$ cat config.mk
export PLATFORM = sky130hd
export DESIGN_NAME = ptik_ctrl
export DESIGN_NICKNAME = d
export VERILOG_FILES = /design/src/rtl/priority_table_increase_key_top_macros.svh /design/src/rtl/ptik_pkg.sv /design/src/rtl/ptik_ctrl.sv
export SDC_FILE = /design/constraint.sdc
export NUM_CORES = 1
export LEC_CHECK = 0
export ABC_AREA = 1
export BUFFER_PORTS_ARGS = -buffer_cell sky130_fd_sc_hd__buf_2
export CORE_AREA = 2 2 39 41
export CTS_BUF_LIST = sky130_fd_sc_hd__clkbuf_4 sky130_fd_sc_hd__clkbuf_8
export CTS_CLUSTER_DIAMETER = 40
export DETAILED_ROUTE_END_ITERATION = 8
export DIE_AREA = 0 0 41 43
export PLACE_DENSITY_LB_ADDON = 0.12
export SYNTH_ARGS = -nofsm -noshare
export SYNTH_HDL_FRONTEND = slang
export SYNTH_SLANG_ARGS = --single-unit
$ cat constraint.sdc
create_clock -name clk_i -period 1.25 [get_ports clk_i]
set_input_delay 0.25 -clock clk_i [delete_from_list [all_inputs] [get_ports clk_i]]
set_output_delay 0.25 -clock clk_i [all_outputs]
set_load 0.05 [all_outputs]
$ cat src/rtl/priority_table_increase_key_top_macros.svh
// Assertion macros used by the priority table datapath.
`ifndef PRIORITY_TABLE_INCREASE_KEY_TOP_MACROS_SVH
`define PRIORITY_TABLE_INCREASE_KEY_TOP_MACROS_SVH

`ifndef ASSERT_OFF
// Checked property, masked while reset is asserted
`define PTIK_ASSERT(lbl, prop, msg) \
  lbl: assert property (@(posedge clk_i) disable iff (!rst_ni) prop) else $error(msg);
// Checked property, also sampled during reset
`define PTIK_ASSERT_ALWAYS(lbl, prop, msg) \
  lbl: assert property (@(posedge clk_i) prop) else $error(msg);
`else
`define PTIK_ASSERT(lbl, prop, msg)
`define PTIK_ASSERT_ALWAYS(lbl, prop, msg)
`endif

`endif

$ cat src/rtl/ptik_pkg.sv
package ptik_pkg;

  // Default sizes
  localparam int unsigned DefCapacity     = 256;
  localparam int unsigned DefPayloadBits  = 32;
  localparam int unsigned DefPriorityBits = 16;

  // Operation codes
  typedef enum logic [2:0] {
    FUNC_ADD     = 3'd0,
    FUNC_PROMOTE = 3'd1,
    FUNC_PEEK    = 3'd2,
    FUNC_POP     = 3'd3,
    FUNC_TEST    = 3'd4,
    FUNC_READ    = 3'd5
  } func_e;

  // Result status codes
  typedef enum logic [1:0] {
    STAT_OK     = 2'd0,
    STAT_FULL   = 2'd1,
    STAT_EMPTY  = 2'd2,
    STAT_ABSENT = 2'd3
  } status_e;

  // Controller states
  typedef enum logic [2:0] {
    S_IDLE,
    S_FETCH,
    S_EXEC,
    S_SCAN,
    S_DRAIN
  } state_e;

  // Controller to datapath
  typedef struct packed {
    logic load;
    logic exec;
    logic scan_clr;
    logic scan_issue;
    logic scan_commit;
  } ptik_cmd_t;

  // Datapath to controller
  typedef struct packed {
    logic out_busy;
    logic need_scan;
    logic scan_end;
  } ptik_stat_t;

endpackage

$ cat src/rtl/ptik_ctrl.sv
module ptik_ctrl
  import ptik_pkg::*;
(
  input  logic       clk_i,
  input  logic       rst_ni,
  input  logic       in_valid_i,
  output logic       in_ready_o,
  input  ptik_stat_t stat_i,
  output ptik_cmd_t  cmd_o
);

  state_e state_q, state_d;

  // State register
  always_ff @(posedge clk_i or negedge rst_ni) begin
    if (!rst_ni) begin
      state_q <= S_IDLE;
    end else begin
      state_q <= state_d;
    end
  end

  // Next state and commands
  always_comb begin
    state_d    = state_q;
    cmd_o      = '0;
    in_ready_o = 1'b0;
    case (state_q)
      S_IDLE: begin
        in_ready_o = 1'b1;
        if (in_valid_i) begin
          cmd_o.load = 1'b1;
          state_d    = S_FETCH;
        end
      end
      S_FETCH: begin
        state_d = S_EXEC;
      end
      S_EXEC: begin
        if (!stat_i.out_busy) begin
          cmd_o.exec = 1'b1;
          if (stat_i.need_scan) begin
            cmd_o.scan_clr = 1'b1;
            state_d        = S_SCAN;
          end else begin
            state_d = S_IDLE;
          end
        end
      end
      S_SCAN: begin
        if (stat_i.scan_end) begin
          state_d = S_DRAIN;
        end else begin
          cmd_o.scan_issue = 1'b1;
        end
      end
      S_DRAIN: begin
        cmd_o.scan_commit = 1'b1;
        state_d           = S_IDLE;
      end
      default: begin
        state_d = S_IDLE;
      end
    endcase
  end

endmodule

### Word level (Yosys, flattened, before mapping)

Cells that the tools add are included.

* bits in registers: 3
* bits of input ports: 6
* output and inout port bits: 6
* logic and storage cells: 24

* equality and inequality tests: 7
* mux-type cells: 14
* reduce and logical (&&, ||, !) cells: 2

Operator list (count)
* 3-bit case mux with 4 select lines: 1
* 3-bit 2-to-1 mux: 3
* 1-bit 2-to-1 mux: 7
* 3-bit by 2-bit == test with 1-bit output (second input constant): 2
* 2-bit 2-to-1 mux: 3
* 2-bit inequality test (second input constant): 3
* 3-bit by 1-bit == test with 1-bit output (second input constant): 1
* 3-bit == test (second input constant): 1
* 3-bit logical NOT: 1
* 3-bit AND reduction: 1

### Logic depth before layout (Yosys ltp)

Gate-level depths: netlist of run 1.

* word-level depth: 3
* depth in mapped cells: 7
* depth with buffers taken out: 7

### Worst setup path before layout of run 1

OpenSTA, ideal clock, no wires.

* kind: register to output
* start: reg state_q[1]
* end: out cmd_o[0] (netlist bit)
* data arrival time: 1.502 ns
* required time: 1.000 ns
* path slack: -0.502 ns
* cell stages (with the launch flop): 2
* buffers on the path: 0
* path through: dfrtp_1 nor3_1

RTL lines
* start, declared: RTL line ptik_ctrl.sv:12 `state_e state_q, state_d;`
* start signal, assigned: RTL line ptik_ctrl.sv:19 `state_q <= state_d;`
* end, declared: RTL line ptik_ctrl.sv:9 `output ptik_cmd_t cmd_o`

==> results of run 1 <==
==> report_power, final <==
part / internal [mW] / total [mW] / switching [mW]
logic: 0.467 / 1.03 / 0.563
clock network: 0.141 / 0.193 / 0.0516
registers: 0.140 / 0.180 / 0.0405
total: 0.747 / 1.40 / 0.656
==> metal layers <==
metal,GRT usage [%],part of all wire (%),up-vias
li1,-,-,165
met1,8.71,41,136
met2,15.6,56,5
met3,4.71,3.3,0
met4,6.00,0,0
met5,0,0,-
==> worst paths after layout <==
path                                 start          to  depth (start not counted)
min in group clk_i               stat_i[0]  state_q[0]                          5
worst min register to register  state_q[2]  state_q[2]                          4
max in group asynchronous           rst_ni  state_q[1]                          2
worst min-delay path                rst_ni  state_q[2]                          2
worst max-delay path            state_q[1]    cmd_o[4]                          4
worst max register to register  state_q[0]  state_q[1]                          7
==> metrics by stage <==
stage | util (%) | power [mW] | worst slack (ns) | hold WS (ns)
after floorplan | - | 0.664 | -0.0770 | -0.0456
after global placement | 28.7 | 0.958 | -0.0539 | 0.0504
after detailed placement | 28.7 | 0.951 | -0.0566 | 0.0488
after CTS | 38.0 | 1.39 | -0.212 | 0.326
after global routing | 38.4 | 1.52 | -0.221 | 0.339
final | 38.4 | 1.40 | -0.167 | 0.332
==> area by class of cell <==
class                      instances  area (µm²)  share of cell area [%]
clock buffer                       4        30.0                    5.65
multi-input combinational         26         165                    31.1
timing repair buffer              24         211                    39.8
sequential                         3        75.1                    14.1
tap                               16        20.0                    3.76
inverter                           8        30.0                    5.65
==> critical path, cell delays in order, from the launching register on <==
cell and delay (ns):
sky130_fd_sc_hd__dfrtp_1 0.41, sky130_fd_sc_hd__nor2_2 0.17, sky130_fd_sc_hd__nand2_2 0.11, sky130_fd_sc_hd__nor2_4 0.09
sky130_fd_sc_hd__buf_6 0.16
==> cell usage in the layout, fill, tap and decap left out, drive strengths merged <==
cell	n
nand3	2
nand2	13
inv	8
clkbuf	4
dfrtp	3
nand4	1
dlygate4sd3	1
nor2	9
nor3	1
buf	23
==> logic make-up (layout without fill, tap and decap cells) <==
kind of cell,after synthesis,in the layout
and+or+nand+nor,26,26
DFF,3,3
buffers and inverters,8,36
==> repair_timing <==
action | CTS | global route
gates resized for setup | 24 | 2
buffers inserted | 2 | 1
hold endpoints to repair | 3 | 0
pin swaps | 1 | 3
cloned | 0 | 0
hold buffers | 1 | 0
endpoints found under the setup margin | 9 | 9
==> impl_metrics.xml, run 1 <==
<?xml version="1.0" encoding="UTF-8"?>
<metrics>
  <group name="run_status">
    <metric name="run_status" unit="">finished with violations</metric>
    <metric name="violations" unit="">setup timing</metric>
  </group>
  <group name="global_route">
    <metric name="grt_antenna_before_repair" unit="">0</metric>
    <metric name="gr-total-overflow" unit="">0</metric>
    <metric name="grt_first_pass_wirelength" unit="µm">1080</metric>
    <metric name="pin_count_of_the_biggest_net_entering_global_routing" unit="">5</metric>
    <metric name="grt_pass1_vias" unit="">295</metric>
    <metric name="gr-usage-all-layers" unit="%">9.55</metric>
  </group>
  <group name="timing">
    <metric name="post-route-min-period" unit="ns">1.42</metric>
    <metric name="hold_violations" unit="">0</metric>
    <metric name="finalMaxSlewViolations" unit="">0</metric>
    <metric name="worst-slew-pin-transition" unit="ns">0.158</metric>
    <metric name="setup_total_negative_slack" unit="ns">-0.834</metric>
    <metric name="timing.clock.skew" unit="ns">0.00261</metric>
    <metric name="final-setup-viol-count" unit="">6</metric>
    <metric name="rsz_0062_raised_after_global_routing" unit="">yes</metric>
    <metric name="achievable-frequency" unit="GHz">0.706</metric>
    <metric name="final_min_period_over_clock_period" unit="%">113</metric>
    <metric name="fin_ws" unit="ns">-0.167</metric>
    <metric name="slew-limit-headroom" unit="%">89.5</metric>
  </group>
  <group name="layout">
    <metric name="final_cell_count_no_fill" unit="">81</metric>
    <metric name="num-fill-cells" unit="">159</metric>
    <metric name="antennaDiodeCount" unit="">0</metric>
    <metric name="synthToLayoutAreaGrowth" unit="%">143</metric>
    <metric name="num-nets-final" unit="">72</metric>
    <metric name="final_cell_area" unit="µm²">532</metric>
    <metric name="largest-register" unit="">state_q</metric>
    <metric name="reg_top3" unit="">state_q x3</metric>
    <metric name="drive_gt1_share" unit="%">64.6</metric>
    <metric name="largest_reg_flops" unit="">3</metric>
  </group>
  <group name="synthesis">
    <metric name="yosys.cell_types.count" unit="">9</metric>
    <metric name="synth.top_cell.area_share" unit="%">34.3</metric>
    <metric name="ys_seq_elements" unit="">3</metric>
    <metric name="syn_nets" unit="">43</metric>
    <metric name="post_synth_fa_ha_maj_area_fraction" unit="%">0</metric>
    <metric name="netlist.top_cell.by_area" unit="">sky130_fd_sc_hd__dfrtp_1</metric>
    <metric name="synth_xor_area_share" unit="%">0</metric>
    <metric name="synth.most_common_cell" unit="">sky130_fd_sc_hd__nand2_1</metric>
    <metric name="synth.top_cells.by_area" unit="">sky130_fd_sc_hd__dfrtp_1 (34%), sky130_fd_sc_hd__nand2_1 (21%), sky130_fd_sc_hd__inv_1 (14%)</metric>
    <metric name="synth.mux.area_fraction" unit="%">0</metric>
    <metric name="yosys.area_share.simple" unit="%">52.0</metric>
    <metric name="synth_compound_area_share" unit="%">0</metric>
    <metric name="ys_seq_area_share" unit="%">34.3</metric>
    <metric name="post_synth_edffs" unit="">0</metric>
    <metric name="synth_top_family_by_area" unit="">simple AND/OR/NAND/NOR gates</metric>
    <metric name="postSynth.topFlopCell" unit="">sky130_fd_sc_hd__dfrtp_1</metric>
    <metric name="netlist_top_cells_count" unit="">sky130_fd_sc_hd__nand2_1 (12), sky130_fd_sc_hd__inv_1 (8), sky130_fd_sc_hd__nor2_1 (6)</metric>
    <metric name="syn_area_per_cell" unit="µm²">5.92</metric>
    <metric name="yosysWarnings" unit="">0</metric>
    <metric name="netlist_area" unit="µm²">219</metric>
    <metric name="synthCells" unit="">37</metric>
    <metric name="async_flop_share" unit="%">100</metric>
  </group>
  <group name="pwr">
    <metric name="static_power_due_to_leakage" unit="nW">0.294</metric>
    <metric name="vdd.ir_drop.worst" unit="mV">0.704</metric>
    <metric name="powerDensity" unit="nW/µm²">2640</metric>
  </group>
  <group name="setup_path">
    <metric name="arrival" unit="ns">1.17</metric>
    <metric name="nature_of_the_critical_path_endpoint" unit="">output port</metric>
    <metric name="criticalPathCategory" unit="">reg -&gt; out</metric>
    <metric name="crit_path_max_fanout" unit="">4</metric>
    <metric name="required" unit="ns">1.00</metric>
    <metric name="timing.critical_path.from_type" unit="">register</metric>
    <metric name="timing.reg2reg.setup_slack" unit="ns">0.03</metric>
  </group>
  <group name="routing">
    <metric name="drt_iter0_drc" unit="">2</metric>
    <metric name="ant_nets" unit="">0</metric>
    <metric name="dr_total_vias" unit="">306</metric>
    <metric name="drcViolationCount" unit="">0</metric>
    <metric name="via_density_per_instance" unit="">3.78</metric>
    <metric name="drtPass1Iterations" unit="">2</metric>
    <metric name="routed_wl" unit="µm">668</metric>
    <metric name="detail_route.wl_per_cell" unit="µm">8.25</metric>
  </group>
  <group name="floorplan">
    <metric name="start_util" unit="%">15.8</metric>
    <metric name="design.portCount" unit="">12</metric>
    <metric name="rows" unit="">14</metric>
    <metric name="die-height" unit="µm">43</metric>
    <metric name="die-width" unit="µm">41</metric>
    <metric name="core_region_area" unit="µm²">1380</metric>
    <metric name="die_area" unit="µm²">1760</metric>
  </group>
  <group name="clock_network">
    <metric name="max-clock-path-buffers" unit="">2</metric>
    <metric name="clk_root_buf" unit="">sky130_fd_sc_hd__clkbuf_4</metric>
    <metric name="clk_transition_reported_paths" unit="ns">0.04</metric>
    <metric name="numClockSinks" unit="">3</metric>
    <metric name="cts_htree_levels" unit="">1</metric>
    <metric name="cts-buffers-inserted" unit="">3</metric>
    <metric name="cts_tree" unit="">yes</metric>
    <metric name="clk_latency" unit="ns">0.23</metric>
  </group>
  <group name="placement">
    <metric name="dpl.hpwl" unit="µm">544</metric>
    <metric name="place_inst" unit="">74</metric>
    <metric name="port-buffer-count" unit="">11</metric>
    <metric name="gp_congestion" unit="">0.676</metric>
    <metric name="dpl_cell_area" unit="µm²">397</metric>
  </group>
  <group name="flow_run">
    <metric name="maxcap_violations" unit="">0</metric>
  </group>
  <group name="hold_path">
    <metric name="worst_hold_path_type" unit="">in -&gt; async</metric>
  </group>
</metrics>
Power figures use the tool's default switching activity.
==> inputs of run 2 (changes only) <==
- RECOVER_POWER: unset -> 100
==> run 2 against run 1 <==
The run still ends with setup timing left. Maximum frequency hardly changed. Critical endpoint unchanged. First-iteration DRC count stayed put. Hold slack better by 0.018 ns. Combinational power hardly changed. Clock-buffer cell count stayed put. Cell count stayed put. Sequential share of layout area hardly changed. Total power hardly changed. Critical path type unchanged. Utilization is 0.090 points lower. Clock power hardly changed. Routed wire length is 0.30% higher. Sequential cell count stayed put.
==> impl_metrics.xml, run 2 (synthesized netlist as in run 1, its figures left out) <==
<?xml version="1.0" encoding="UTF-8"?>
<metrics>
  <group name="layout">
    <metric name="multi_input_area" unit="µm²">165</metric>
    <metric name="synthToLayoutAreaGrowth" unit="%">142</metric>
    <metric name="largest-register" unit="">state_q</metric>
    <metric name="reg_top3" unit="">state_q x3</metric>
    <metric name="layout.area.seq" unit="µm²">75.1</metric>
    <metric name="antennaDiodeCount" unit="">0</metric>
    <metric name="layout.cells.most_common" unit="">sky130_fd_sc_hd__nand2_1</metric>
    <metric name="num-fill-cells" unit="">160</metric>
    <metric name="drive_gt1_share" unit="%">63.1</metric>
    <metric name="final_cell_area" unit="µm²">531</metric>
    <metric name="num-nets-final" unit="">72</metric>
    <metric name="mostFrequentLayoutCells" unit="">sky130_fd_sc_hd__nand2_1 (10), sky130_fd_sc_hd__buf_4 (9), sky130_fd_sc_hd__buf_6 (7)</metric>
    <metric name="final_cell_count_no_fill" unit="">81</metric>
    <metric name="largest_reg_flops" unit="">3</metric>
  </group>
  <group name="routing">
    <metric name="routed_wl" unit="µm">670</metric>
    <metric name="via_density_per_instance" unit="">3.78</metric>
    <metric name="route.top_layer_used" unit="">met3</metric>
    <metric name="drtPass1Iterations" unit="">2</metric>
    <metric name="met3_length" unit="µm">22</metric>
    <metric name="dr_total_vias" unit="">306</metric>
    <metric name="detail_route.wl_per_cell" unit="µm">8.27</metric>
    <metric name="drcViolationCount" unit="">0</metric>
    <metric name="drt-met1-wl" unit="µm">277</metric>
    <metric name="drt_iter0_drc" unit="">2</metric>
    <metric name="ant_nets" unit="">0</metric>
    <metric name="length_of_routed_met2_wiring" unit="µm">371</metric>
  </group>
  <group name="global_route">
    <metric name="grt_pass1_vias" unit="">295</metric>
    <metric name="grt_antenna_before_repair" unit="">0</metric>
    <metric name="grt_first_pass_wirelength" unit="µm">1080</metric>
    <metric name="pin_count_of_the_biggest_net_entering_global_routing" unit="">5</metric>
    <metric name="gr-total-overflow" unit="">0</metric>
    <metric name="gr-usage-all-layers" unit="%">9.55</metric>
  </group>
  <group name="setup_path">
    <metric name="timing.critical_path.from_type" unit="">register</metric>
    <metric name="nature_of_the_critical_path_endpoint" unit="">output port</metric>
    <metric name="criticalPathCategory" unit="">reg -&gt; out</metric>
    <metric name="timing.rr.start" unit="">state_q[0]</metric>
    <metric name="required" unit="ns">1.00</metric>
    <metric name="timing.reg2reg.setup_slack" unit="ns">0.03</metric>
    <metric name="crit_path_max_fanout" unit="">4</metric>
    <metric name="timing.rr.end" unit="">state_q[1]</metric>
    <metric name="arrival" unit="ns">1.17</metric>
    <metric name="worstRegToRegCells" unit="">7</metric>
  </group>
  <group name="placement">
    <metric name="dpl.hpwl" unit="µm">544</metric>
    <metric name="gp_congestion" unit="">0.676</metric>
    <metric name="place_inst" unit="">74</metric>
    <metric name="port-buffer-count" unit="">11</metric>
    <metric name="place_worst_setup_slack" unit="ns">-0.0566</metric>
    <metric name="dpl_cell_area" unit="µm²">397</metric>
  </group>
  <group name="floorplan">
    <metric name="die-height" unit="µm">43</metric>
    <metric name="design.portCount" unit="">12</metric>
    <metric name="die_area" unit="µm²">1760</metric>
    <metric name="rows" unit="">14</metric>
    <metric name="start_util" unit="%">15.8</metric>
    <metric name="die-width" unit="µm">41</metric>
    <metric name="core_region_area" unit="µm²">1380</metric>
  </group>
  <group name="timing">
    <metric name="whs" unit="ns">0.350</metric>
    <metric name="fin_ws" unit="ns">-0.167</metric>
    <metric name="slew-limit-headroom" unit="%">88.9</metric>
    <metric name="finalMaxSlewViolations" unit="">0</metric>
    <metric name="worst-slew-pin-transition" unit="ns">0.167</metric>
    <metric name="post-route-min-period" unit="ns">1.42</metric>
    <metric name="rsz_0062_raised_after_global_routing" unit="">yes</metric>
    <metric name="timing.clock.skew" unit="ns">0.00261</metric>
    <metric name="final-setup-viol-count" unit="">6</metric>
    <metric name="final_min_period_over_clock_period" unit="%">113</metric>
    <metric name="hold_violations" unit="">0</metric>
    <metric name="achievable-frequency" unit="GHz">0.706</metric>
  </group>
  <group name="clock_network">
    <metric name="clk_root_buf" unit="">sky130_fd_sc_hd__clkbuf_4</metric>
    <metric name="clk_latency" unit="ns">0.23</metric>
    <metric name="cts_htree_levels" unit="">1</metric>
    <metric name="cts_tree" unit="">yes</metric>
    <metric name="numClockSinks" unit="">3</metric>
    <metric name="clk_transition_reported_paths" unit="ns">0.04</metric>
    <metric name="max-clock-path-buffers" unit="">2</metric>
    <metric name="cts-buffers-inserted" unit="">3</metric>
  </group>
  <group name="run_status">
    <metric name="run_status" unit="">finished with violations</metric>
    <metric name="violations" unit="">setup timing</metric>
  </group>
  <group name="pwr">
    <metric name="static_power_due_to_leakage" unit="nW">0.291</metric>
    <metric name="vdd.ir_drop.worst" unit="mV">0.704</metric>
    <metric name="powerDensity" unit="nW/µm²">2640</metric>
    <metric name="design_power_total" unit="mW">1.40</metric>
  </group>
  <group name="hold_path">
    <metric name="worst_hold_path_type" unit="">in -&gt; async</metric>
  </group>
  <group name="flow_run">
    <metric name="maxcap_violations" unit="">0</metric>
  </group>
</metrics>
==> run 2: changes by cell type in the layout (fill, tap and decap cells not counted) <==
cell and delta:
sky130_fd_sc_hd__buf_2 -1, sky130_fd_sc_hd__clkbuf_1 +1
==> run 2: stage by stage <==
| stage | setup TNS [ns] | utilization (%) |
|---|---|---|
| floorplan | -0.165 | - |
| global placement | -0.267 | 28.7 |
| detailed placement | -0.239 | 28.7 |
| CTS | -0.918 | 38.0 |
| global route | -1.38 | 38.3 |
| finish | -0.835 | 38.3 |
==> run 2: cell type report <==
| cell class | count | area share (%) |
|---|---|---|
| tap | 16 | 3.77 |
| multi-input combinational | 26 | 31.1 |
| clock buffer | 4 | 5.66 |
| sequential | 3 | 14.2 |
| timing repair buffer | 24 | 39.6 |
| inverter | 8 | 5.66 |
==> run 2: how the worst max path moves through the flow <==
stage | depth (start not counted) | to | start
2_1_floorplan | 1 | cmd_o[0] | state_q[1]
3_3_place_gp | 7 | state_q[1] | state_q[2]
3_5_place_dp | 4 | cmd_o[3] | state_q[0]
4_1_cts | 5 | cmd_o[0] | state_q[2]
5_1_grt | 5 | cmd_o[0] | state_q[2]
6_report | 4 | cmd_o[4] | state_q[1]
==> run 2: timing repair <==
item                       4_1_cts  5_1_grt
hold endpoints to repair         3        0
hold buffers                     1        0
pin swaps                        1        3
gates resized for setup         24        2
cloned                           0        0
setup endpoints to repair        9        9
setup buffers                    2        1
==> run 2: report_power, final <==
part | leakage [nW] | total (mW) | internal (mW) | switching, mW
logic | 0.234 | 1.03 | 0.466 | 0.564
clock network | 0.0184 | 0.193 | 0.141 | 0.0516
registers | 0.0386 | 0.180 | 0.140 | 0.0405
total | 0.291 | 1.40 | 0.747 | 0.656
==> run 2: worst max-delay path: stages, from the launching register on <==
cell and delay [ns]:
sky130_fd_sc_hd__dfrtp_1 0.41, sky130_fd_sc_hd__nor2_2 0.17, sky130_fd_sc_hd__nand2_2 0.11, sky130_fd_sc_hd__nor2_4 0.09
sky130_fd_sc_hd__buf_6 0.16
==> run 2: routing by layer <==
| metal | track usage (%) | vias to the layer above |
|---|---|---|
| met3 | 4.71 | 0 |
| met4 | 6.00 | 0 |
| met5 | 0 | - |
| met1 | 8.71 | 136 |
| li1 | - | 165 |
| met2 | 15.6 | 5 |
